[config.mk]
export PLATFORM = sky130hd
export DESIGN_NAME = trapezoid_position_ramp
export DESIGN_NICKNAME = d
export VERILOG_FILES = /design/src/hdl/tpr_pkg.sv /design/src/hdl/tpr_controller.sv /design/src/hdl/tpr_datapath.sv /design/src/hdl/trapezoid_position_ramp.sv
export SDC_FILE = /design/constraint.sdc
export NUM_CORES = 2
export LEC_CHECK = 0
export BUFFER_PORTS_ARGS = -buffer_cell sky130_fd_sc_hd__buf_2
export CORE_ASPECT_RATIO = 1.1
export CORE_MARGIN = 3
export CORE_UTILIZATION = 35
export DETAILED_ROUTE_END_ITERATION = 10
export GPL_TIMING_DRIVEN = 0
export SLEW_MARGIN = 40
export SYNTH_ARGS = -nofsm -noshare
export SYNTH_HDL_FRONTEND = slang
export SYNTH_SLANG_ARGS = --single-unit
[constraint.sdc]
create_clock -name clock -period 8 [get_ports clock]
set_input_delay 2.4 -clock clock [delete_from_list [all_inputs] [get_ports clock]]
set_output_delay 2.4 -clock clock [all_outputs]
set_load 0.05 [all_outputs]
[src/hdl/tpr_pkg.sv]
package tpr_pkg;

   localparam int PosWidth      = 32;
   localparam int VelWidth      = 21;
   localparam int DiffWidth     = PosWidth + 1;
   localparam int WindowWidth   = 20;
   localparam int SpeedWidth    = 20;
   localparam int StepWidth     = 16;
   localparam int DividerWidth  = 8;
   localparam int GainWidth     = 8;
   localparam int CsrIndexWidth = 3;
   localparam int CsrDataWidth  = 20;
   localparam int SquareWidth   = 2 * (VelWidth - 1) + 1;
   localparam int GainProdWidth = VelWidth - 1 + GainWidth;
   localparam int DivisorWidth  = StepWidth + 1;
   localparam int BrakeWidth    = SquareWidth;
   localparam int CompareWidth  = BrakeWidth + 2;
   localparam int ClampWidth    = VelWidth + 2;
   localparam int DivSteps      = SquareWidth;
   localparam int DivCountWidth = $clog2(DivSteps);

   localparam logic [PosWidth-1:0] PosMax = {1'b0, {(PosWidth-1){1'b1}}};
   localparam logic [PosWidth-1:0] PosMin = {1'b1, {(PosWidth-1){1'b0}}};

   typedef enum logic [CsrIndexWidth-1:0] {
      CSR_BYPASS            = 3'd0,
      CSR_ARRIVAL_WINDOW    = 3'd1,
      CSR_RATE_DIVIDER      = 3'd2,
      CSR_ACCEL_STEP        = 3'd3,
      CSR_DECEL_STEP        = 3'd4,
      CSR_SPEED_LIMIT_FWD   = 3'd5,
      CSR_SPEED_LIMIT_REV   = 3'd6,
      CSR_ANTICIPATION_GAIN = 3'd7
   } csr_index_type;

   typedef struct packed {
      logic load_in;
      logic do_bypass;
      logic do_hold;
      logic start_update;
      logic mul_gain;
      logic div_step;
      logic brake;
      logic dir;
      logic clamp;
      logic setpt;
      logic load_out;
   } cmd_type;

   typedef struct packed {
      logic bypass;
      logic hold;
   } status_type;

endpackage

[src/hdl/tpr_controller.sv]
module tpr_controller (
   input  logic                 clock,
   input  logic                 reset,
   input  logic                 req_valid,
   output logic                 req_ready,
   output logic                 rsp_valid,
   input  logic                 rsp_ready,
   input  tpr_pkg::status_type  status,
   output tpr_pkg::cmd_type     cmd
);

   typedef enum logic [3:0] {
      S_IDLE,
      S_START,
      S_GAIN,
      S_DIV,
      S_BRAKE,
      S_DIR,
      S_CLAMP,
      S_SETPT,
      S_OUT
   } state_type;

   state_type                            state_ff;
   state_type                            state_in;
   logic [tpr_pkg::DivCountWidth-1:0]    count_ff;
   logic [tpr_pkg::DivCountWidth-1:0]    count_in;
   logic                                 rsp_valid_ff;
   logic                                 rsp_valid_in;

   assign req_ready = (state_ff == S_IDLE);
   assign rsp_valid = rsp_valid_ff;

   always_comb begin
      state_in     = state_ff;
      count_in     = count_ff;
      rsp_valid_in = rsp_valid_ff && !rsp_ready;
      cmd          = '0;
      case (state_ff)
         S_IDLE: begin
            if (req_valid) begin
               cmd.load_in = 1'b1;
               state_in    = S_START;
            end
         end
         S_START: begin
            if (status.bypass) begin
               cmd.do_bypass = 1'b1;
               state_in      = S_OUT;
            end else if (status.hold) begin
               cmd.do_hold = 1'b1;
               state_in    = S_OUT;
            end else begin
               cmd.start_update = 1'b1;
               state_in         = S_GAIN;
            end
         end
         S_GAIN: begin
            cmd.mul_gain = 1'b1;
            count_in     = tpr_pkg::DivCountWidth'(tpr_pkg::DivSteps - 1);
            state_in     = S_DIV;
         end
         S_DIV: begin
            cmd.div_step = 1'b1;
            if (count_ff == '0) begin
               state_in = S_BRAKE;
            end else begin
               count_in = count_ff - 1'b1;
            end
         end
         S_BRAKE: begin
            cmd.brake = 1'b1;
            state_in  = S_DIR;
         end
         S_DIR: begin
            cmd.dir  = 1'b1;
            state_in = S_CLAMP;
         end
         S_CLAMP: begin
            cmd.clamp = 1'b1;
            state_in  = S_SETPT;
         end
         S_SETPT: begin
            cmd.setpt = 1'b1;
            state_in  = S_OUT;
         end
         S_OUT: begin
            if (!rsp_valid_ff || rsp_ready) begin
               cmd.load_out = 1'b1;
               rsp_valid_in = 1'b1;
               state_in     = S_IDLE;
            end
         end
         default: begin
            state_in = S_IDLE;
         end
      endcase
   end

   always_ff @(posedge clock) begin
      if (reset) begin
         state_ff     <= S_IDLE;
         count_ff     <= '0;
         rsp_valid_ff <= 1'b0;
      end else begin
         state_ff     <= state_in;
         count_ff     <= count_in;
         rsp_valid_ff <= rsp_valid_in;
      end
   end

endmodule

[src/hdl/tpr_datapath.sv]
module tpr_datapath (
   input  logic                                 clock,
   input  logic                                 reset,
   input  tpr_pkg::cmd_type                     cmd,
   output tpr_pkg::status_type                  status,
   input  logic signed [tpr_pkg::PosWidth-1:0]  req_target_position,
   input  logic signed [tpr_pkg::PosWidth-1:0]  req_measured_position,
   input  logic signed [tpr_pkg::VelWidth-1:0]  req_measured_velocity,
   input  logic                                 csr_write_enable,
   input  logic [tpr_pkg::CsrIndexWidth-1:0]    csr_index,
   input  logic [tpr_pkg::CsrDataWidth-1:0]     csr_write_data,
   output logic signed [tpr_pkg::PosWidth-1:0]  rsp_position_setpoint,
   output logic                                 rsp_arrived
);

   // Configuration registers.
   logic                                 bypass_ff;
   logic [tpr_pkg::WindowWidth-1:0]      window_ff;
   logic [tpr_pkg::DividerWidth-1:0]     divider_ff;
   logic [tpr_pkg::StepWidth-1:0]        accel_ff;
   logic [tpr_pkg::StepWidth-1:0]        decel_ff;
   logic [tpr_pkg::SpeedWidth-1:0]       fwd_ff;
   logic [tpr_pkg::SpeedWidth-1:0]       rev_ff;
   logic [tpr_pkg::GainWidth-1:0]        gain_ff;

   // State carried from item to item.
   logic [tpr_pkg::DividerWidth-1:0]     div_count_ff;
   logic [tpr_pkg::VelWidth-1:0]         vcmd_ff;
   logic [tpr_pkg::PosWidth-1:0]         last_ff;
   logic                                 arrived_ff;

   // Working registers of the current item.
   logic [tpr_pkg::PosWidth-1:0]         tgt_ff;
   logic [tpr_pkg::PosWidth-1:0]         pos_ff;
   logic                                 vel_neg_ff;
   logic [tpr_pkg::VelWidth-1:0]         absvel_ff;
   logic [tpr_pkg::DiffWidth-1:0]        diff_ff;
   logic [tpr_pkg::SquareWidth-1:0]      quo_ff;
   logic [tpr_pkg::DivisorWidth-1:0]     rem_ff;
   logic [tpr_pkg::GainProdWidth-1:0]    gprod_ff;
   logic [tpr_pkg::BrakeWidth-1:0]       brake_ff;
   logic                                 ge_ff;
   logic [tpr_pkg::PosWidth-1:0]         res_ff;
   logic [tpr_pkg::PosWidth-1:0]         rsp_pos_ff;
   logic                                 rsp_arrived_ff;

   logic [tpr_pkg::VelWidth-1:0]         absvel_in;
   logic [tpr_pkg::DiffWidth-1:0]        diff_in;
   logic [tpr_pkg::DiffWidth-1:0]        absdiff;
   logic                                 in_window;
   logic [tpr_pkg::SquareWidth-1:0]      square_full;
   logic [tpr_pkg::GainProdWidth-1:0]    gprod_full;
   logic [tpr_pkg::DivisorWidth-1:0]     divisor;
   logic [tpr_pkg::DivisorWidth:0]       shifted;
   logic [tpr_pkg::DivisorWidth+1:0]     trial;
   logic                                 qbit;
   logic [tpr_pkg::DivisorWidth-1:0]     rem_in;
   logic [tpr_pkg::BrakeWidth-1:0]       brake_in;
   logic [tpr_pkg::CompareWidth-1:0]     diff_ext;
   logic [tpr_pkg::CompareWidth-1:0]     brake_ext;
   logic [tpr_pkg::CompareWidth-1:0]     margin;
   logic                                 ge_in;
   logic [tpr_pkg::ClampWidth-1:0]       vc_sum;
   logic [tpr_pkg::ClampWidth-1:0]       vc_step;
   logic [tpr_pkg::ClampWidth-1:0]       neg_rev;
   logic [tpr_pkg::ClampWidth-1:0]       fwd_ext;
   logic [tpr_pkg::VelWidth-1:0]         vcmd_in;
   logic [tpr_pkg::DiffWidth-1:0]        sp_sum;
   logic [tpr_pkg::PosWidth-1:0]         sp_in;

   assign absvel_in = req_measured_velocity[tpr_pkg::VelWidth-1]
                      ? (tpr_pkg::VelWidth'(0) - req_measured_velocity)
                      : req_measured_velocity;
   assign diff_in   = {req_target_position[tpr_pkg::PosWidth-1], req_target_position}
                      - {req_measured_position[tpr_pkg::PosWidth-1], req_measured_position};

   assign absdiff   = diff_ff[tpr_pkg::DiffWidth-1] ? (tpr_pkg::DiffWidth'(0) - diff_ff)
                                                     : diff_ff;
   assign in_window = absdiff < tpr_pkg::DiffWidth'(window_ff);

   assign status.bypass = bypass_ff;
   assign status.hold   = (divider_ff > tpr_pkg::DividerWidth'(1))
                          && (div_count_ff > tpr_pkg::DividerWidth'(1));

   assign square_full = tpr_pkg::SquareWidth'(absvel_ff) * tpr_pkg::SquareWidth'(absvel_ff);
   assign gprod_full  = tpr_pkg::GainProdWidth'(absvel_ff) * tpr_pkg::GainProdWidth'(gain_ff);

   // Restoring division of the squared velocity by twice the deceleration.
   assign divisor = {((decel_ff == '0) ? tpr_pkg::StepWidth'(1) : decel_ff), 1'b0};
   assign shifted = {rem_ff, quo_ff[tpr_pkg::SquareWidth-1]};
   assign trial   = {1'b0, shifted} - {2'b00, divisor};
   assign qbit    = !trial[tpr_pkg::DivisorWidth+1];
   assign rem_in  = qbit ? trial[tpr_pkg::DivisorWidth-1:0]
                         : shifted[tpr_pkg::DivisorWidth-1:0];

   assign brake_in = quo_ff + tpr_pkg::BrakeWidth'(gprod_ff);

   assign diff_ext  = {{(tpr_pkg::CompareWidth-tpr_pkg::DiffWidth){diff_ff[tpr_pkg::DiffWidth-1]}},
                       diff_ff};
   assign brake_ext = tpr_pkg::CompareWidth'(brake_ff);
   assign margin    = vel_neg_ff ? (diff_ext + brake_ext) : (diff_ext - brake_ext);
   assign ge_in     = !margin[tpr_pkg::CompareWidth-1];

   assign vc_step = ge_ff ? tpr_pkg::ClampWidth'(accel_ff)
                          : (tpr_pkg::ClampWidth'(0) - tpr_pkg::ClampWidth'(decel_ff));
   assign vc_sum  = {{2{vcmd_ff[tpr_pkg::VelWidth-1]}}, vcmd_ff} + vc_step;
   assign neg_rev = tpr_pkg::ClampWidth'(0) - tpr_pkg::ClampWidth'(rev_ff);
   assign fwd_ext = tpr_pkg::ClampWidth'(fwd_ff);

   always_comb begin
      if ($signed(vc_sum) < $signed(neg_rev)) begin
         vcmd_in = neg_rev[tpr_pkg::VelWidth-1:0];
      end else if ($signed(vc_sum) > $signed(fwd_ext)) begin
         vcmd_in = fwd_ext[tpr_pkg::VelWidth-1:0];
      end else begin
         vcmd_in = vc_sum[tpr_pkg::VelWidth-1:0];
      end
   end

   assign sp_sum = {pos_ff[tpr_pkg::PosWidth-1], pos_ff}
                   + {{(tpr_pkg::DiffWidth-tpr_pkg::VelWidth){vcmd_ff[tpr_pkg::VelWidth-1]}},
                      vcmd_ff};

   always_comb begin
      if (sp_sum[tpr_pkg::DiffWidth-1] != sp_sum[tpr_pkg::PosWidth-1]) begin
         sp_in = sp_sum[tpr_pkg::DiffWidth-1] ? tpr_pkg::PosMin : tpr_pkg::PosMax;
      end else begin
         sp_in = sp_sum[tpr_pkg::PosWidth-1:0];
      end
   end

   always_ff @(posedge clock) begin
      if (reset) begin
         bypass_ff  <= 1'b0;
         window_ff  <= '0;
         divider_ff <= '0;
         accel_ff   <= '0;
         decel_ff   <= tpr_pkg::StepWidth'(1);
         fwd_ff     <= '0;
         rev_ff     <= '0;
         gain_ff    <= '0;
      end else if (csr_write_enable) begin
         case (tpr_pkg::csr_index_type'(csr_index))
            tpr_pkg::CSR_BYPASS:            bypass_ff  <= csr_write_data[0];
            tpr_pkg::CSR_ARRIVAL_WINDOW:    window_ff  <= csr_write_data;
            tpr_pkg::CSR_RATE_DIVIDER:      divider_ff <= csr_write_data[tpr_pkg::DividerWidth-1:0];
            tpr_pkg::CSR_ACCEL_STEP:        accel_ff   <= csr_write_data[tpr_pkg::StepWidth-1:0];
            tpr_pkg::CSR_DECEL_STEP:        decel_ff   <= csr_write_data[tpr_pkg::StepWidth-1:0];
            tpr_pkg::CSR_SPEED_LIMIT_FWD:   fwd_ff     <= csr_write_data;
            tpr_pkg::CSR_SPEED_LIMIT_REV:   rev_ff     <= csr_write_data;
            tpr_pkg::CSR_ANTICIPATION_GAIN: gain_ff    <= csr_write_data[tpr_pkg::GainWidth-1:0];
            default: begin
            end
         endcase
      end
   end

   always_ff @(posedge clock) begin
      if (reset) begin
         div_count_ff <= '0;
         vcmd_ff      <= '0;
         last_ff      <= '0;
         arrived_ff   <= 1'b0;
      end else begin
         if (cmd.do_bypass && in_window) begin
            arrived_ff <= 1'b1;
         end
         if (cmd.do_hold) begin
            div_count_ff <= div_count_ff - 1'b1;
         end
         if (cmd.start_update) begin
            arrived_ff <= 1'b0;
            if (divider_ff > tpr_pkg::DividerWidth'(1)) begin
               div_count_ff <= divider_ff;
            end
         end
         if (cmd.clamp) begin
            vcmd_ff <= vcmd_in;
         end
         if (cmd.setpt) begin
            if (in_window) begin
               arrived_ff <= 1'b1;
            end else begin
               last_ff <= sp_in;
            end
         end
      end
   end

   always_ff @(posedge clock) begin
      if (cmd.load_in) begin
         tgt_ff     <= req_target_position;
         pos_ff     <= req_measured_position;
         vel_neg_ff <= req_measured_velocity[tpr_pkg::VelWidth-1];
         absvel_ff  <= absvel_in;
         diff_ff    <= diff_in;
      end
      if (cmd.start_update) begin
         quo_ff <= square_full;
      end
      if (cmd.mul_gain) begin
         gprod_ff <= gprod_full;
         rem_ff   <= '0;
      end
      if (cmd.div_step) begin
         quo_ff <= {quo_ff[tpr_pkg::SquareWidth-2:0], qbit};
         rem_ff <= rem_in;
      end
      if (cmd.brake) begin
         brake_ff <= brake_in;
      end
      if (cmd.dir) begin
         ge_ff <= ge_in;
      end
      if (cmd.do_bypass) begin
         res_ff <= tgt_ff;
      end
      if (cmd.do_hold) begin
         res_ff <= last_ff;
      end
      if (cmd.setpt) begin
         res_ff <= in_window ? tgt_ff : sp_in;
      end
      if (cmd.load_out) begin
         rsp_pos_ff     <= res_ff;
         rsp_arrived_ff <= arrived_ff;
      end
   end

   assign rsp_position_setpoint = rsp_pos_ff;
   assign rsp_arrived           = rsp_arrived_ff;

endmodule

[src/hdl/trapezoid_position_ramp.sv]
// Bypassed and held items pass through the START and OUT states after acceptance; updates
// pass through START, GAIN, DIV, BRAKE, DIR, CLAMP, SETPT and OUT. One item is handled at a time.
// Most of an update is spent in the braking-distance divider, which retires one quotient
// bit per cycle. A waiting result does not stop the next item's acceptance.
// Reset is synchronous: configuration registers return to their defaults and all ramp state is cleared.
module trapezoid_position_ramp (
   input  logic                                 clock,
   input  logic                                 reset,
   input  logic                                 req_valid,
   output logic                                 req_ready,
   input  logic signed [tpr_pkg::PosWidth-1:0]  req_target_position,
   input  logic signed [tpr_pkg::PosWidth-1:0]  req_measured_position,
   input  logic signed [tpr_pkg::VelWidth-1:0]  req_measured_velocity,
   output logic                                 rsp_valid,
   input  logic                                 rsp_ready,
   output logic signed [tpr_pkg::PosWidth-1:0]  rsp_position_setpoint,
   output logic                                 rsp_arrived,
   input  logic                                 csr_write_enable,
   input  logic [tpr_pkg::CsrIndexWidth-1:0]    csr_index,
   input  logic [tpr_pkg::CsrDataWidth-1:0]     csr_write_data
);

   tpr_pkg::cmd_type    cmd;
   tpr_pkg::status_type status;

   tpr_controller u_controller (
      .clock     (clock),
      .reset     (reset),
      .req_valid (req_valid),
      .req_ready (req_ready),
      .rsp_valid (rsp_valid),
      .rsp_ready (rsp_ready),
      .status    (status),
      .cmd       (cmd)
   );

   tpr_datapath u_datapath (
      .clock                 (clock),
      .reset                 (reset),
      .cmd                   (cmd),
      .status                (status),
      .req_target_position   (req_target_position),
      .req_measured_position (req_measured_position),
      .req_measured_velocity (req_measured_velocity),
      .csr_write_enable      (csr_write_enable),
      .csr_index             (csr_index),
      .csr_write_data        (csr_write_data),
      .rsp_position_setpoint (rsp_position_setpoint),
      .rsp_arrived           (rsp_arrived)
   );

endmodule

==> flow_summary_export.csv <==
group,metric,value,unit
sta,finalClockSkew,0.0447,ns
sta,finalCritPeriodShare,97.5,%
finish,drive_above_1_share,7.28,%
clocking,cts.clk_slew.worst_paths,0.06,ns
yosys,yosysSeqAreaShare,27.9,%
sta,finalCriticalPeriod,7.80,ns
yosys,synth_area,46600,um2
worst_setup_path,r2r-end,"u_datapath.quo_ff[40]",
route,drc_errors,0,
finish,fin_area,52100,um2
floorplanning,num_io_pins,148,
floorplanning,initial_core_util,35.5,%
route,wl_per_cell,18.9,um
yosys,synth_edf_count,312,
yosys,yosysMostFrequentCell,"inv_1",
yosys,synth_top_cell_by_area,"edfxtp_1",
placement,gp_congestion,0.932,
finish,regArea,13000,um2
clocking,cts-buffers-inserted,56,
clocking,clock_sinks,494,
sta,setup_viol,0,
global_routing,overflow,0,
clocking,cts-root-buf,"clkbuf_16",
clocking,clk_path_buf_depth,3,
yosys,synthArstFlopShare,0,%
clocking,clkLatencyLatePin,0.67,ns
yosys,synth_nets,6055,
global_routing,grt_pass1_wl,208000,um
floorplanning,die_w,354,um
worst_setup_path,cp-start-kind,"register",
floorplanning,die_area,138000,um2
worst_setup_path,cp.required,8.40,ns
clocking,holdBufCountCts,0,
placement,place_area,49800,um2
yosys,ys_warn_count,0,
route,viasPerCell,5.09,
finish,multiInputGateArea,30400,um2
route,wirelength,135000,um
floorplanning,core,131000,um2
yosys,syn_avg_cell_area,9.20,um2
min_path,min_path_cells,0,
global_routing,grt_max_degree,42,
sta,finalSetupTns,0,ns
worst_setup_path,criticalPathCategory,"reg2reg",
route,ant_nets,0,
yosys,ys_ff_latch,494,
global_routing,grt_pass1_vias,36600,
flow_run,drv_cap,0,
min_path,hp-start,"u_datapath.res_ff[1]",
clocking,cts_tree,"done",
status,status,"completed",
yosys,synthCells,5070,
worst_setup_path,rrSetupSlack,0.20,ns
placement,io_buffer_count,143,
route,vias,36200,
worst_setup_path,worst_ep_arrival_time,8.20,ns
yosys,yosys-top-cells-count,"inv_1, nand2_1, ha_1, fa_1, a21oi_1",
floorplanning,rows,139,
finish,syn_to_final_growth,11.8,%
min_path,holdCritPathClass,"reg2reg",
route,first_pass_iters,5,
sta,clock.fmax,128,MHz
sta,finalMaxSlewViolations,0,
global_routing,antenna_found_initial,3,
worst_setup_path,crit_fanout,10,
clocking,cts.htree.levels,2,
yosys,synth_cell_types,84,
yosys,ys.flop_type,"edfxtp_1",
sta,worst_pin_slew,0.916,ns
placement,dp_hpwl,110000,um
yosys,synth_top_cell_area_share,20.1,%
sta,rsz0062_at_grt,"yes",
worst_setup_path,cp-end-kind,"register",
route,initialDrtViolationCount,1984,
worst_setup_path,worstRegToRegCells,25,
worst_setup_path,rr_startpoint,"u_datapath.absvel_ff[19]",
finish,fillers,13200,
sta,finalHoldViolCount,0,
global_routing,grtUsageTotal,19.2,%
sta,max-slew-margin-rel,38.9,%
yosys,synth_area_leaders,"edfxtp_1, fa_1, ha_1",
sta,timing.hold.ws,0.416,ns
min_path,worstHoldEndpoint,"u_datapath.rsp_position_setpoint[1]",
floorplanning,die_h,389,um
finish,postLayoutCoreUtil,39.7,%
finish,fin_nets,6281,
## metrics by stage
step | setup WS, ns | std cells
finish | 0.197 | 7107
global route | -0.00289 | 7106
CTS | 0.00468 | 7089
detailed placement | -1.03 | 6987
global placement | -1.50 | 6975
floorplan | 0.855 | 5070
## state kept, by name, indices dropped and copies added (netlist names), 4 cells and up
register,count
u_controller.count_ff,6
u_controller.state_ff,4
u_datapath.absvel_ff,21
u_datapath.accel_ff,16
u_datapath.brake_ff,41
u_datapath.decel_ff,16
u_datapath.diff_ff,33
u_datapath.div_count_ff,8
u_datapath.divider_ff,8
u_datapath.fwd_ff,20
u_datapath.gain_ff,8
u_datapath.gprod_ff,28
u_datapath.last_ff,32
u_datapath.pos_ff,32
u_datapath.quo_ff,41
u_datapath.rem_ff,17
u_datapath.res_ff,32
u_datapath.rev_ff,20
u_datapath.rsp_position_setpoint,32
u_datapath.tgt_ff,32
u_datapath.vcmd_ff,21
u_datapath.window_ff,20
## cells in the final DEF (no fill, tap or decap), drive strengths merged, types with 36 or more instances in the layout
| cell type | n |
|---|---|
| nand3 | 57 |
| nand4 | 38 |
| a21o | 98 |
| ha | 439 |
| nand2b | 42 |
| xor2 | 100 |
| a21oi | 348 |
| and2 | 190 |
| nand2 | 619 |
| inv | 703 |
| dfxtp | 182 |
| edfxtp | 312 |
| nor3 | 130 |
| o21ai | 164 |
| a211oi | 57 |
| buf | 203 |
| clkbuf | 219 |
| nor4 | 36 |
| xnor2 | 199 |
| nor2b | 40 |
| fa | 433 |
| nor2 | 292 |
## how the worst max path moves through the flow
| stage | end | from | depth (start not counted) |
|---|---|---|---|
| after global routing | u_datapath.quo_ff[38] | u_datapath.absvel_ff[19] | 21 |
| after CTS | u_datapath.quo_ff[28] | u_datapath.absvel_ff[4] | 27 |
| final | u_datapath.quo_ff[40] | u_datapath.absvel_ff[19] | 25 |
| after global placement | u_datapath.quo_ff[39] | u_datapath.absvel_ff[11] | 24 |
| after floorplan | u_datapath.quo_ff[39] | u_datapath.absvel_ff[3] | 28 |
| after detailed placement | u_datapath.quo_ff[40] | u_datapath.absvel_ff[3] | 28 |
## area by class of cell
| cell class | count | area share, % |
|---|---|---|
| antenna | 2 | 0.00960 |
| buffer | 175 | 1.51 |
| clock buffer | 75 | 3.20 |
| clock inverter | 30 | 0.799 |
| inverter | 700 | 5.04 |
| multi-input combinational | 3697 | 58.3 |
| sequential | 494 | 25.0 |
| tap | 1762 | 4.23 |
| timing repair buffer | 172 | 1.93 |
## what timing repair did
action,4_1_cts,5_1_grt
setup buffers,0,17
gates resized for setup,39,64
setup endpoints to repair,23,14
pin swaps,1,1
## cell families (layout without fill, tap and decap cells)
group / after synthesis / after routing / share of synthesized area, %
xor+xnor: 299 / 299 / 5.62
simple gates: 1580 / 1580 / 16.1
buf+inv: 879 / 1152 / 7.13
compound gates: 934 / 934 / 12.6
flops: 494 / 494 / 27.9
fa+ha+maj: 872 / 872 / 30.4
other cells: 0 / 2 / 0
mux: 12 / 12 / 0.266
## worst max-delay path, cell delays in order (launching register included)
cell and delay [ns]:
edfxtp_1 0.61, clkbuf_1 0.52, nand2_1 0.20, fa_1 0.56, inv_1 0.05, fa_1 0.50, inv_1 0.05, fa_1 0.52
inv_1 0.05, fa_1 0.53, fa_1 0.46, fa_1 0.54, inv_1 0.05, fa_1 0.53, inv_1 0.06, ha_1 0.28
a21o_1 0.20, a21o_1 0.17, a21oi_1 0.18, o21ai_0 0.16, a221oi_1 0.30, nand2_1 0.12, a41oi_1 0.34, a311oi_1 0.18
nor4b_1 0.28, a211oi_1 0.08
## routing by layer
layer / track usage [%] / vias to the layer above / share of wire [%]
li1: - / 17500 / -
met1: 24.0 / 17500 / 42
met2: 33.6 / 982 / 48
met3: 2.30 / 248 / 4.8
met4: 7.89 / 0 / 4.3
met5: 0 / - / 0
Power is not shown: default switching activity piles up to over one toggle a cycle in this logic, so the estimate is an artifact.
